==> src/hw/rtl/dspv_pkg.sv <==
// shared types and constants for the date string parser and validator
`timescale 1ns / 1ps

package dspv_pkg;

	// character codes
	localparam logic [7:0] CH_NUL  = 8'd0;
	localparam logic [7:0] CH_DOT  = 8'd46;
	localparam logic [7:0] CH_ZERO = 8'd48;
	localparam logic [7:0] CH_NINE = 8'd57;

	// register reset value
	localparam logic [15:0] MIN_YEAR_RESET = 16'd1896;

	// calendar limits
	localparam logic [15:0] DAY_MAX        = 16'd31;
	localparam logic [15:0] MONTH_MAX      = 16'd12;
	localparam logic [15:0] FEB_DAYS_LEAP  = 16'd29;
	localparam logic [15:0] FEB_DAYS       = 16'd28;
	localparam logic [15:0] SHORT_MON_DAYS = 16'd30;

	// month codes with special lengths
	localparam logic [15:0] MON_FEB = 16'd2;
	localparam logic [15:0] MON_APR = 16'd4;
	localparam logic [15:0] MON_JUN = 16'd6;
	localparam logic [15:0] MON_SEP = 16'd9;
	localparam logic [15:0] MON_NOV = 16'd11;

	// year / 25 by reciprocal: floor(y * RECIP25 / 2^16) is y/25 or one above
	localparam int          RECIP_W  = 12;
	localparam logic [RECIP_W-1:0] RECIP25 = 12'd2622;
	localparam int          PROD_W   = 16 + RECIP_W;

	// fields collected by the parser when the string ends
	typedef struct packed {
		logic [15:0] day;
		logic [15:0] month;
		logic [15:0] year;
		logic        fmt_ok;
	} fields_t;

	// one result request
	typedef struct packed {
		logic [15:0] year;
		logic [3:0]  month;
		logic [4:0]  day;
		logic        date_ok;
	} result_t;

endpackage

==> src/hw/rtl/date_string_parse_validate_top.sv <==
// top level of the dotted date string parser and validator
`timescale 1ns / 1ps

// Usage:
// Characters of a day.month.year string enter on the s_ stream, one byte per
// request. Digits build the current field (wrapping at 16 bits), a dot moves
// on to the next field, a NUL byte ends the string. Only the NUL produces a
// result request on the m_ stream: day, month and year, with date_ok in
// m_tuser, or all zeros when format or calendar check fails.
// Throughput is one character per cycle while s_tready is high. After the clock
// edge that accepted its NUL, one register holds the final fields, one holds
// the year times the reciprocal of 25, then comes the result register.
// The cfg_ channel writes min_year; it is always ready. The user must write it
// only while no string is in flight; the block itself does not enforce this.
// Reset clears the parse state and the pipeline and sets min_year to 1896.
// When the receiver stalls, the result holds in the output register and the
// two earlier stages keep filling; s_tready drops only when all are full.

module date_string_parse_validate_top (
	input  logic        clk,
	input  logic        arst_n,
	input  logic        s_tvalid,
	output logic        s_tready,
	input  logic [7:0]  s_tdata,   // [7:0] char_code
	output logic        m_tvalid,
	input  logic        m_tready,
	output logic [31:0] m_tdata,   // [4:0] day_out, [8:5] month_out, [24:9] year_out, zeros
	output logic        m_tuser,   // [0] date_ok
	input  logic        cfg_valid,
	output logic        cfg_ready,
	input  logic [15:0] cfg_data
);

	logic              in_take;
	logic              valid_s1;
	logic              take_s1;
	dspv_pkg::fields_t fields_s1;
	dspv_pkg::result_t res;
	logic [15:0]       min_year_q;

	// configuration register
	assign cfg_ready = 1'b1;

	always_ff @(posedge clk or negedge arst_n) begin
		if (!arst_n) begin
			min_year_q <= dspv_pkg::MIN_YEAR_RESET;
		end else if (cfg_valid && cfg_ready) begin
			min_year_q <= cfg_data;
		end
	end

	// input handshake
	assign s_tready = !valid_s1 || take_s1;
	assign in_take  = s_tvalid && s_tready;

	dspv_parse u_parse (
		.clk       (clk),
		.arst_n    (arst_n),
		.in_take   (in_take),
		.char_code (s_tdata),
		.take_s1   (take_s1),
		.valid_s1  (valid_s1),
		.fields_s1 (fields_s1)
	);

	dspv_check u_check (
		.clk       (clk),
		.arst_n    (arst_n),
		.valid_s1  (valid_s1),
		.fields_s1 (fields_s1),
		.min_year  (min_year_q),
		.out_ready (m_tready),
		.take_s1   (take_s1),
		.out_valid (m_tvalid),
		.out_res   (res)
	);

	// output packing
	assign m_tdata = {7'd0, res.year, res.month, res.day};
	assign m_tuser = res.date_ok;

	// a valid date never carries a zero day or a month out of range
	assert property (@(posedge clk) disable iff (!arst_n)
		m_tvalid && m_tuser |-> (m_tdata[4:0] != 5'd0) && (m_tdata[8:5] != 4'd0) &&
			(m_tdata[8:5] <= 4'd12))
		else $error("valid date with bad day or month");

	// a failed date is reported as all zeros
	assert property (@(posedge clk) disable iff (!arst_n)
		m_tvalid && !m_tuser |-> (m_tdata == 32'd0))
		else $error("failed date with nonzero fields");

	// an empty output register means the pipeline drains and input is open
	assert property (@(posedge clk) disable iff (!arst_n)
		!m_tvalid |-> s_tready)
		else $error("input blocked with empty output");

endmodule

==> src/hw/rtl/dspv_parse.sv <==
// character parser: accumulates day, month and year fields of a dotted date
`timescale 1ns / 1ps

module dspv_parse (
	input  logic              clk,
	input  logic              arst_n,
	input  logic              in_take,
	input  logic [7:0]        char_code,
	input  logic              take_s1,
	output logic              valid_s1,
	output dspv_pkg::fields_t fields_s1
);

	typedef enum logic [1:0] {
		FLD_DAY,
		FLD_MONTH,
		FLD_YEAR
	} field_t;

	field_t      field_q;
	logic [15:0] day_q;
	logic [15:0] month_q;
	logic [15:0] year_q;
	logic        bad_q;

	logic        is_digit;
	logic        is_dot;
	logic        is_nul;
	logic [7:0]  digit_full;
	logic [15:0] cur_acc;
	logic [15:0] pushed;

	// character classes
	assign is_digit   = (char_code >= dspv_pkg::CH_ZERO) && (char_code <= dspv_pkg::CH_NINE);
	assign is_dot     = (char_code == dspv_pkg::CH_DOT);
	assign is_nul     = (char_code == dspv_pkg::CH_NUL);
	assign digit_full = char_code - dspv_pkg::CH_ZERO;

	// current field times ten plus digit, wrapping at 16 bits
	always_comb begin
		case (field_q)
			FLD_DAY:   cur_acc = day_q;
			FLD_MONTH: cur_acc = month_q;
			default:   cur_acc = year_q;
		endcase
		pushed = (cur_acc << 3) + (cur_acc << 1) + {12'd0, digit_full[3:0]};
	end

	// parse state
	always_ff @(posedge clk or negedge arst_n) begin
		if (!arst_n) begin
			field_q <= FLD_DAY;
			day_q   <= '0;
			month_q <= '0;
			year_q  <= '0;
			bad_q   <= 1'b0;
		end else if (in_take) begin
			if (is_digit) begin
				unique case (field_q)
					FLD_DAY:   day_q   <= pushed;
					FLD_MONTH: month_q <= pushed;
					FLD_YEAR:  year_q  <= pushed;
					default:   bad_q   <= 1'b1;
				endcase
			end else if (is_dot) begin
				unique case (field_q)
					FLD_DAY:   field_q <= FLD_MONTH;
					FLD_MONTH: field_q <= FLD_YEAR;
					default:   bad_q   <= 1'b1;
				endcase
			end else if (!is_nul) begin
				bad_q <= 1'b1;
			end else begin
				field_q <= FLD_DAY;
				day_q   <= '0;
				month_q <= '0;
				year_q  <= '0;
				bad_q   <= 1'b0;
			end
		end
	end

	// end-of-string stage register
	always_ff @(posedge clk or negedge arst_n) begin
		if (!arst_n) begin
			valid_s1 <= 1'b0;
		end else begin
			valid_s1 <= (in_take && is_nul) || (valid_s1 && !take_s1);
		end
	end

	always_ff @(posedge clk) begin
		if (in_take && is_nul) begin
			fields_s1.day    <= day_q;
			fields_s1.month  <= month_q;
			fields_s1.year   <= year_q;
			fields_s1.fmt_ok <= !bad_q && (field_q == FLD_YEAR);
		end
	end

endmodule

==> src/hw/rtl/dspv_check.sv <==
// calendar check pipeline: leap year, month length, day and month range and minimum year
`timescale 1ns / 1ps

module dspv_check (
	input  logic              clk,
	input  logic              arst_n,
	input  logic              valid_s1,
	input  dspv_pkg::fields_t fields_s1,
	input  logic [15:0]       min_year,
	input  logic              out_ready,
	output logic              take_s1,
	output logic              out_valid,
	output dspv_pkg::result_t out_res
);

	localparam int PW = dspv_pkg::PROD_W;

	logic              valid_s2;
	dspv_pkg::fields_t fields_s2;
	logic [PW-1:0]     prod_s2;
	logic              adv_out;
	logic              take_s2;

	logic [11:0]       quot;
	logic [16:0]       q25;
	logic [16:0]       diff;
	logic              mod25_zero;
	logic              mod4_zero;
	logic              mod16_zero;
	logic              leap;
	logic [15:0]       month_days;
	logic              cal_ok;
	logic              ok;

	// stage handshakes
	assign adv_out = !out_valid || out_ready;
	assign take_s2 = valid_s2 && adv_out;
	assign take_s1 = !valid_s2 || adv_out;

	// stage 2: year times reciprocal of 25
	always_ff @(posedge clk or negedge arst_n) begin
		if (!arst_n) begin
			valid_s2 <= 1'b0;
		end else if (take_s1) begin
			valid_s2 <= valid_s1;
		end
	end

	always_ff @(posedge clk) begin
		if (take_s1 && valid_s1) begin
			fields_s2 <= fields_s1;
			prod_s2   <= fields_s1.year * dspv_pkg::RECIP25;
		end
	end

	// remainder by 25 is zero when the difference is zero or minus 25
	always_comb begin
		quot       = prod_s2[PW-1:16];
		q25        = {1'b0, quot, 4'd0} + {2'b0, quot, 3'd0} + {5'd0, quot};
		diff       = {1'b0, fields_s2.year} - q25;
		mod25_zero = (diff == 17'd0) || (diff == (17'd0 - 17'd25));
		mod4_zero  = (fields_s2.year[1:0] == 2'd0);
		mod16_zero = (fields_s2.year[3:0] == 4'd0);
		leap       = (mod16_zero && mod25_zero) || (mod4_zero && !mod25_zero);
	end

	// month length and range checks
	always_comb begin
		case (fields_s2.month) inside
			dspv_pkg::MON_FEB:
				month_days = leap ? dspv_pkg::FEB_DAYS_LEAP : dspv_pkg::FEB_DAYS;
			dspv_pkg::MON_APR, dspv_pkg::MON_JUN, dspv_pkg::MON_SEP, dspv_pkg::MON_NOV:
				month_days = dspv_pkg::SHORT_MON_DAYS;
			default:
				month_days = dspv_pkg::DAY_MAX;
		endcase
		cal_ok = (fields_s2.day != 16'd0) && (fields_s2.day <= month_days) &&
			(fields_s2.month != 16'd0) && (fields_s2.month <= dspv_pkg::MONTH_MAX) &&
			(fields_s2.year >= min_year);
		ok = fields_s2.fmt_ok && cal_ok;
	end

	// result register
	always_ff @(posedge clk or negedge arst_n) begin
		if (!arst_n) begin
			out_valid <= 1'b0;
		end else if (adv_out) begin
			out_valid <= valid_s2;
		end
	end

	always_ff @(posedge clk) begin
		if (take_s2) begin
			out_res.day     <= ok ? fields_s2.day[4:0] : 5'd0;
			out_res.month   <= ok ? fields_s2.month[3:0] : 4'd0;
			out_res.year    <= ok ? fields_s2.year : 16'd0;
			out_res.date_ok <= ok;
		end
	end

endmodule

==> config.mk <==
export PLATFORM = sky130hd
export DESIGN_NAME = date_string_parse_validate_top
export DESIGN_NICKNAME = d
export VERILOG_FILES = /design/src/hw/rtl/dspv_pkg.sv /design/src/hw/rtl/date_string_parse_validate_top.sv /design/src/hw/rtl/dspv_parse.sv /design/src/hw/rtl/dspv_check.sv
export SDC_FILE = /design/constraint.sdc
export NUM_CORES = 1
export LEC_CHECK = 0
export CELL_PAD_IN_SITES_DETAIL_PLACEMENT = 1
export CELL_PAD_IN_SITES_GLOBAL_PLACEMENT = 1
export CORE_MARGIN = 5
export CORE_UTILIZATION = 53
export CTS_BUF_LIST = sky130_fd_sc_hd__clkbuf_16
export CTS_CLUSTER_DIAMETER = 30
export DETAILED_ROUTE_END_ITERATION = 6
export DONT_BUFFER_PORTS = 1
export PLACE_DENSITY_LB_ADDON = 0.1
export RECOVER_POWER = 25
export SLEW_MARGIN = 20
export SYNTH_ARGS = -nofsm -noshare
export SYNTH_HDL_FRONTEND = slang
export SYNTH_SLANG_ARGS = --single-unit
==> constraint.sdc <==
create_clock -name clk -period 5.55 [get_ports clk]
set_clock_uncertainty 0.1 [all_clocks]
set_input_delay 0.555 -clock clk [delete_from_list [all_inputs] [get_ports clk]]
set_output_delay 0.555 -clock clk [all_outputs]
set_load 0.02 [all_outputs]
Word-level counts from Yosys, hierarchy flattened
Index checks and enable logic that the tools add are counted.
{"block": "word_totals", "regBits": 221, "in_bits": 29}
{"block": "op_classes", "n_eq_ne": 16, "magnitude_cmp": 5, "mux": 20, "add_sub_neg": 6, "bitwise_logic": 1, "n_reduce_logical": 43, "n_mul": 1}
{"op": "2-to-1 mux 16 bit", "n": 9}
{"op": "equality test 16 x 3 -> 1 bit (second input constant)", "n": 2}
{"op": "equality test 16 x 4 -> 1 bit (second input constant)", "n": 2}
{"op": "nonzero test 16 bit", "n": 2}
{"op": "one-hot mux 15 bit (2 select lines)", "n": 1}
{"op": "multiplier 16 x 11 -> 27 bit (second input constant)", "n": 1}
{"op": "adder 16 x 15 -> 17 bit", "n": 1}
{"op": "adder 17 x 12 -> 17 bit", "n": 1}
{"op": "equality test 17 bit (second input constant)", "n": 1}
{"op": "logical NOT 17 bit", "n": 1}
{"op": "subtractor 16 x 17 -> 17 bit", "n": 1}
{"op": "adder 16 bit", "n": 1}
{"op": "adder 16 x 4 -> 16 bit", "n": 1}
{"op": "equality test 16 x 2 -> 1 bit (second input constant)", "n": 1}
{"op": "greater-or-equal comparator 16 bit", "n": 1}
{"op": "less-or-equal comparator 16 bit", "n": 1}
{"op": "less-or-equal comparator 16 x 4 -> 1 bit (second input constant)", "n": 1}
{"op": "AND reduction 4 bit", "n": 4}
{"op": "logical AND 1 bit", "n": 14}
{"op": "equality test 8 x 6 -> 1 bit (second input constant)", "n": 1}
{"op": "greater-or-equal comparator 8 x 6 -> 1 bit (second input constant)", "n": 1}
{"op": "less-or-equal comparator 8 x 6 -> 1 bit (second input constant)", "n": 1}
{"op": "logical NOT 8 bit", "n": 1}
{"op": "inequality test 2 bit (second input constant)", "n": 4}
{"op": "19 further kinds", "n": 38}

Logic depth before layout (Yosys ltp)
Gate-level depths: netlist of the first run.
{"block": "depth", "ltp_word": 16, "ltp_mapped": 21}

By module
A second synthesis of the first run with hierarchy kept.
{"block": "hier_totals", "hier_cells": 1106, "hier_area_um2": 13479.2}
{"module": "dspv_check", "cells_per_inst": 660, "area_per_inst_um2": 8006.4, "n_inst": 1}
{"module": "dspv_parse", "cells_per_inst": 400, "area_per_inst_um2": 4735.8, "n_inst": 1}
{"module": "date_string_parse_validate_top", "cells_per_inst": 46, "area_per_inst_um2": 737.0, "n_inst": 1}

Worst setup path after synthesis of the first run
Ideal clock, no wire load.
{"block": "synth_timing", "path_kind": "register to register", "from": "register u_parse.fields_s1[15] (netlist name)", "to": "register u_check.prod_s2[27] (data pin)", "arrival_ps": 4692, "period_less_slack_ps": 5052, "stages_incl_launch_ff": 15, "required_time_ps": 5190, "path_buffers": 0, "path_slack_ps": 498, "cell_sequence": "edfxtp_1 fa_1 ha_1 fa_1 fa_1 fa_1 ha_1 a21o_1 a21o_1 a2111oi_2 a21boi_2 nor3_1 o32a_1 a21oi_2 xnor2_1"}
{"block": "synth_via", "elab_chain_cells": 1}
{"element": "multiplier 16 x 11 -> 27 bit", "line_no": "dspv_check.sv:52", "text": "prod_s2 <= fields_s1.year * dspv_pkg::RECIP25;"}
{"element": "to (signal assigned)", "line_no": "dspv_check.sv:52"}
{"element": "to (decl)", "line_no": "dspv_check.sv:20", "text": "logic [PW-1:0] prod_s2;"}
No other way between the ends.
A chain may end at the register's enable or synchronous reset.

Worst setup path in the final report of the first run
{"block": "layout_timing", "from": "register u_parse.fields_s1[13] (netlist name)", "to": "register u_check.prod_s2[27] (data pin)"}
{"block": "layout_via", "elab_chain_cells": 1}
{"element": "multiplier 16 x 11 -> 27 bit", "line_no": "dspv_check.sv:52"}
No other way between the ends.

==> results of run 1 <==
worst max-delay path by stage:
stage / start / endpoint / slack, ns / cells after the start
2_1_floorplan: u_parse.fields_s1[15] / u_check.prod_s2[27] / 0.50 / 14
3_3_place_gp: u_parse.fields_s1[13] / u_check.prod_s2[27] / 0.31 / 14
3_5_place_dp: u_parse.fields_s1[13] / u_check.prod_s2[27] / 0.24 / 14
4_1_cts: u_check.prod_s2[17] / u_check.out_res[7] / 0.18 / 18
5_1_grt: u_parse.fields_s1[8] / u_check.prod_s2[27] / 0.03 / 16
6_report: u_parse.fields_s1[13] / u_check.prod_s2[27] / 0.23 / 14
sequential cells by signal (all words and copies together) (netlist names), 2 cells and up:
name               flops
min_year_q            16
u_parse.day_q         16
u_check.prod_s2       12
u_check.out_res       26
u_parse.year_q        16
u_parse.fields_s1     49
u_parse.field_q        2
u_parse.month_q       16
u_check.fields_s2     49
kinds of logic (layout without fill, tap and decap cells):
group                    after synthesis  count (layout)
AO/OA/AOI/OAI                        191             191
XOR/XNOR                              37              37
adder cells (fa/ha/maj)              251             251
buffers and inverters                159             239
flip-flops                           206             206
multiplexers                          24              24
other                                  2               8
AND/OR/NAND/NOR                      266             266
final cells by class:
type                       count  area (µm²)
fill                        2502        9490
multi-input combinational    777        6950
sequential                   206        5840
clock buffer                  47        1180
clock inverter                41         465
inverter                     121         454
tap                          330         413
timing repair buffer          30         238
Yosys cell counts, types with 3 or more instances:
cell type and instances:
o21ai_1 6, o211ai_1 4, o21a_1 10, nor3_1 26, a21o_1 18, a21oi_1 26, and3_1 8, o311ai_1 3
mux2_2 4, or2_2 3, nand3_1 21, o31ai_1 19, nor2b_1 5, inv_1 121, nor4_1 11, nand4_1 7
xor2_1 17, mux2i_1 20, nor3b_1 20, o21ai_0 68, fa_1 84, clkbuf_1 27, edfxtp_1 136, o2111ai_1 3
dfstp_2 6, a211oi_1 5, nand2_1 108, xnor2_1 20, ha_1 167, nand3b_1 3, a211o_1 3, and2_1 6
nand2b_1 7, nor2_1 32, dfrtp_1 64, buf_4 8
power by group through the flow:
stage / Sequential [mW] / Combinational [mW] / Clock, mW
after detailed placement: 1.68 / 0.0929 / 0
after global routing: 1.65 / 0.124 / 2.94
after CTS: 1.65 / 0.113 / 2.84
after floorplan: 1.67 / 0.0768 / 0
final: 1.65 / 0.111 / 2.81
after global placement: 1.68 / 0.0883 / 0
metal layers:
| metal | vias up | track usage, % |
|---|---|---|
| met5 | - | 0 |
| met4 | 0 | 8.33 |
| met3 | 71 | 3.95 |
| met2 | 197 | 45.9 |
| met1 | 4532 | 32.2 |
| li1 | 4117 | - |
layout by cell type, fill, tap and decap left out, drive strengths merged, types with 4 or more instances in the layout:
master and n:
a211oi 6, a21boi 4, a21o 18, a21oi 28, and2 6, and3 8
buf 25, bufinv 5, clkbuf 49, clkinv 18, clkinvlp 5, conb 8
dfrtp 64, dfstp 6, edfxtp 136, fa 84, ha 167, inv 134
mux2 4, mux2i 20, nand2 108, nand2b 7, nand3 21, nand4 7
nor2 32, nor2b 5, nor3 26, nor3b 20, nor4 11, o211ai 4
o21a 10, o21ai 75, o311ai 4, o31ai 19, or2 4, xnor2 20
xor2 17
what timing repair did:
action                     in CTS  in global routing
hold buffers                    3                  1
setup endpoints to repair       0                  6
setup buffers                   0                  7
resized for setup               0                  3
hold endpoints to repair       77                  1
per-stage QoR:
stage | util (%) | hold WS [ns] | setup slack (ns)
2_1_floorplan | - | 0.159 | 0.498
3_3_place_gp | 55.1 | 0.161 | 0.313
3_5_place_dp | 55.1 | 0.161 | 0.243
4_1_cts | 61.8 | 0.000150 | 0.175
5_1_grt | 62.1 | 0.00353 | 0.0259
6_report | 62.1 | 0.0191 | 0.226
==> impl_metrics.json, run 1 <==
{
  "outcome": "complete, but fails checks",
  "violations": "max-capacitance violations, max-slew violations",
  "powerDensity_nw_per_um2": 294,
  "synth_async_sr_flop_share_pct": 34.0,
  "die_area_um2": 28500,
  "gr-total-overflow": 0,
  "synth_cell_types": 66,
  "synth_area_um2": 13400,
  "clock_sinks": 206,
  "synth_edf_count": 136,
  "die_x_um": 169,
  "wl_met2_um": 18500,
  "tightest_slew_ns": 4.14,
  "cts-buffers-inserted": 47,
  "worst-path-buf-inv": 0,
  "cpMostUsedCell": "fa_1",
  "area_delta_synth_final_pct": 16.2,
  "swShare_pct": 23.4,
  "gp_congestion": 0.842,
  "synth_top_cell_area_share_pct": 30.5,
  "wl_um": 35600,
  "htree_num_levels": 2,
  "instances_no_fill": 1552,
  "path_cells": "fa_1 -> ha_1 -> fa_1 -> fa_1 -> fa_1 -> ha_1 -> a21o_1 -> a21o_1 -> a2111oi_2 -> a21boi_2 -> nor3_2 -> o32a_1 -> a21oi_2 -> xnor2_1",
  "min_period_ns": 5.32,
  "internal-power_mw": 3.50,
  "grt_pass1_vias": 10255,
  "r2r_end": "u_check.prod_s2[27]",
  "max_slew_margin_pct": -176,
  "nets": 1463,
  "initial_core_util_pct": 53.4,
  "syn_avg_cell_area_um2": 11.8,
  "pwr-share-seq_pct": 36.1,
  "die_y_um": 169,
  "cts_max_path_buffers": 3,
  "holdPathStages": 1,
  "crit_type": "reg2reg",
  "stdcell_area_um2": 15500,
  "endpoint_kind": "flop",
  "min_to": "min_year_q[4]",
  "place_hpwl_um": 25300,
  "wl_met1_um": 14800,
  "synth-adder-area-share_pct": 28.2,
  "firstDrtPassIters": 6,
  "slew_violations": 71,
  "place_area_um2": 13800,
  "max_stage_delay_ns": 0.54,
  "synth_xor_area_share_pct": 2.42,
  "pin_count": 65,
  "ctsRootBufferMaster": "clkbuf_16",
  "drtAntennaViolNets": 0,
  "drt_iter0_markers": 474,
  "p_switching_mw": 1.07,
  "core_area_um2": 25000,
  "cts_tree": "done",
  "grt_first_pass_wirelength_um": 57100,
  "grtUsageTotal_pct": 25.7,
  "yosys.area.top_type": "edfxtp_1",
  "post-route-drc-count": 0,
  "rrSetupSlack_ns": 0.23,
  "setup.worst_path.start_class": "flop",
  "num_vias": 8917,
  "grt_max_degree": 71,
  "crit_required_ns": 5.74,
  "finalSetupTns_ns": 0,
  "critPathSlowestCell": "fa_1",
  "final_hold_viol_count": 0,
  "crit_arrival_ns": 5.51,
  "setup_violations": 0,
  "grt_setup_unrepaired": "no",
  "syn_inst": 1136,
  "synth_compound_area_share_pct": 9.38,
  "wl_per_cell_um": 22.9,
  "cpLargestDelayFamily": "adder cells",
  "rr_worst_depth": 14,
  "synth_seq_area_share_pct": 43.7,
  "p_comb_share_pct": 2.4,
  "cp_max_fo": 6,
  "peakVddDrop_mv": 0.249,
  "dp.cells": 1453,
  "hold_class": "in2reg",
  "clock_latency_ns": 0.56,
  "dr_wl_met3_um": 1180,
  "hp-start": "cfg_valid",
  "synthFlopType": "edfxtp_1",
  "antenna_cells": 0,
  "max_freq_ghz": 0.188,
  "synth-seq-cells": 206,
  "io_buffers": 0,
  "antenna_found_initial": 0,
  "via_per_inst": 5.75,
  "yosys.area_share.simple_pct": 9.72,
  "finalPower_mw": 4.57,
  "drive_gt1_share_pct": 11.3,
  "rows": 58,
  "maxCapViolCount": 1,
  "clkPwrFrac_pct": 61.5,
  "synthMuxAreaShare_pct": 1.83,
  "reg2reg_from": "u_parse.fields_s1[13]",
  "ys_warn_count": 0,
  "p_leak_nw": 7.06,
  "timing.final.crit_share_pct": 95.9,
  "routed.top_layer": "met4",
  "synthTopCellsByArea": "edfxtp_1 (31%), ha_1 (16%), fa_1 (13%)",
  "synth_top_family_by_area": "adder cells",
  "cts.reportedPaths.clkPinSlew_ns": 0.05
}
Note: power is estimated with default switching activity, not from simulation.
==> run 2, diff against run 1 <==
Clock period 5.55 ns to 5.64 ns, I/O delays scaled along.
==> run 2 against run 1 <==
Against the previous run:
- the run still ends with max-capacitance violations, max-slew violations left
- sequential power is essentially flat
- critical path type unchanged
- design area shrank 1.2%
- maximum frequency shrank 0.80%
- highest routed layer unchanged
- hold slack gained 0.012 ns
- clock-buffer cell count shrank 4
- clock power shrank 4%
- power shrank 3.1%
==> impl_metrics.json, run 2 (same netlist as run 1, synthesis figures left out) <==
{
  "outcome": "complete, but fails checks",
  "violations": "max-capacitance violations, max-slew violations",
  "path_cells": "fa_1 -> ha_1 -> inv_1 -> fa_1 -> inv_1 -> fa_1 -> fa_1 -> ha_1 -> and4_1 -> o21ai_0 -> a21oi_1 -> a21boi_2 -> nor3_1 -> o32a_1 -> a21oi_2 -> xnor2_1",
  "core_area_um2": 25000,
  "drive_gt1_share_pct": 9.46,
  "p_leak_nw": 6.98,
  "ctsRootBufferMaster": "clkbuf_16",
  "pin_count": 65,
  "critPathSlowestCell": "edfxtp_1",
  "area_delta_synth_final_pct": 14.8,
  "hold_slack_ns": 0.0310,
  "gr-total-overflow": 0,
  "crit_arrival_ns": 5.53,
  "setup_slack_ns": 0.273,
  "reg.largest.list": "u_check.fields_s2 x49, u_parse.fields_s1 x49, u_check.out_res x26",
  "max_stage_delay_ns": 0.68,
  "hold_class": "in2reg",
  "endpoint_kind": "flop",
  "num_vias": 8913,
  "antenna_found_initial": 0,
  "grt_max_degree": 71,
  "grt_pass1_vias": 10014,
  "finalSetupTns_ns": 0,
  "cts_max_path_buffers": 3,
  "io_buffers": 0,
  "cp_max_fo": 8,
  "dp.cells": 1448,
  "place_area_um2": 13700,
  "crit_type": "reg2reg",
  "preCtsSetupSlack_ns": 0.325,
  "multi_input_area_um2": 6940,
  "crit_required_ns": 5.80,
  "drtAntennaViolNets": 0,
  "setup_violations": 0,
  "maxCapViolCount": 1,
  "cpMostUsedCell": "fa_1",
  "die_x_um": 169,
  "gp_congestion": 0.864,
  "max_freq_ghz": 0.186,
  "wl_um": 34800,
  "cts.reportedPaths.clkPinSlew_ns": 0.05,
  "ctsResizeCount": 0,
  "instances_no_fill": 1535,
  "nets": 1450,
  "drt_iter0_markers": 562,
  "tightest_slew_ns": 4.21,
  "min_period_ns": 5.37,
  "grt_first_pass_wirelength_um": 55800,
  "final_hold_viol_count": 0,
  "firstDrtPassIters": 4,
  "setup.worst_path.start_class": "flop",
  "final_cell_mix": "ha_1 (167), edfxtp_1 (136), inv_1 (126)",
  "stdcell_area_um2": 15400,
  "cts_tree": "done",
  "slew_violations": 71,
  "cts-buffers-inserted": 43,
  "grtUsageTotal_pct": 25.2,
  "finalPower_mw": 4.43,
  "final_common_cell": "ha_1",
  "clock_latency_ns": 0.53,
  "post-route-drc-count": 0,
  "die_y_um": 169,
  "place_hpwl_um": 25100,
  "initial_core_util_pct": 53.4,
  "via_per_inst": 5.81,
  "timing.final.crit_share_pct": 95.2,
  "antenna_cells": 0,
  "powerDensity_nw_per_um2": 288,
  "rows": 58,
  "die_area_um2": 28500,
  "peakVddDrop_mv": 0.291,
  "clock_sinks": 206,
  "grt_setup_unrepaired": "no",
  "fill_cells": 2509,
  "htree_num_levels": 2,
  "max_slew_margin_pct": -181,
  "post-route-util_pct": 61.4,
  "wl_per_cell_um": 22.7,
  "seqCellArea_um2": 5840
}
[run 2: changes by cell type in the layout (fill, tap and decap cells not counted), sizes merged]
cell / delta
clkinv: -3
buf: -9
clkinvlp: -2
inv: -4
clkbuf: -4
bufinv: +5
[run 2: layout make-up]
type	instances	share of cell area (%)
inverters	121	2.96
well taps	330	2.69
clock inverters	37	3.10
repair buffers	21	1.03
flip-flops and latches	206	38.0
multi-input cells	777	45.2
clock buffers	43	7.00
[run 2: worst paths after layout]
check	start	to	slack [ns]	depth (start not counted)
max	u_parse.fields_s1[10]	u_check.prod_s2[27]	0.27	16
min	cfg_valid	min_year_q[8]	0.03	1
max reg2reg	u_parse.fields_s1[10]	u_check.prod_s2[27]	0.27	16
min reg2reg	u_parse.fields_s1[29]	u_check.fields_s2[29]	0.30	0
max in group asynchronous	arst_n	u_parse.year_q[9]	1.09	2
min in group asynchronous	arst_n	u_parse.month_q[1]	1.99	2
[run 2: power by group]
group / internal [mW] / switching (mW) / total, mW / leakage (nW)
Combinational: 0.0353 / 0.0707 / 0.106 / 3.93
Clock: 1.86 / 0.843 / 2.70 / 0.778
Sequential: 1.62 / 0.00908 / 1.63 / 2.28
[run 2: worst max-delay path: cells and delay by family, from the launching register on]
kind                       cells  cell delay [ns]
AOI/OAI and AO/OA              5             0.90
xor gates and xnor gates       1             0.11
adders and majority gates      6             2.67
buffers and inverters          2             0.11
DFF                            1             0.68
and+or+nand+nor                2             0.54
[run 2: routing by layer]
metal	GRT usage (%)	wire length, µm	vias to the layer above
met3	3.53	1280	63
li1	-	-	4083
met1	32.1	14400	4552
met4	8.50	1140	0
met5	0	0	-
met2	44.4	18000	215
[run 2: timing repair]
action	4_1_cts	5_1_grt
buffers inserted	0	3
endpoints found under the setup margin	0	1
hold buffers	4	0
hold endpoints to repair	73	0
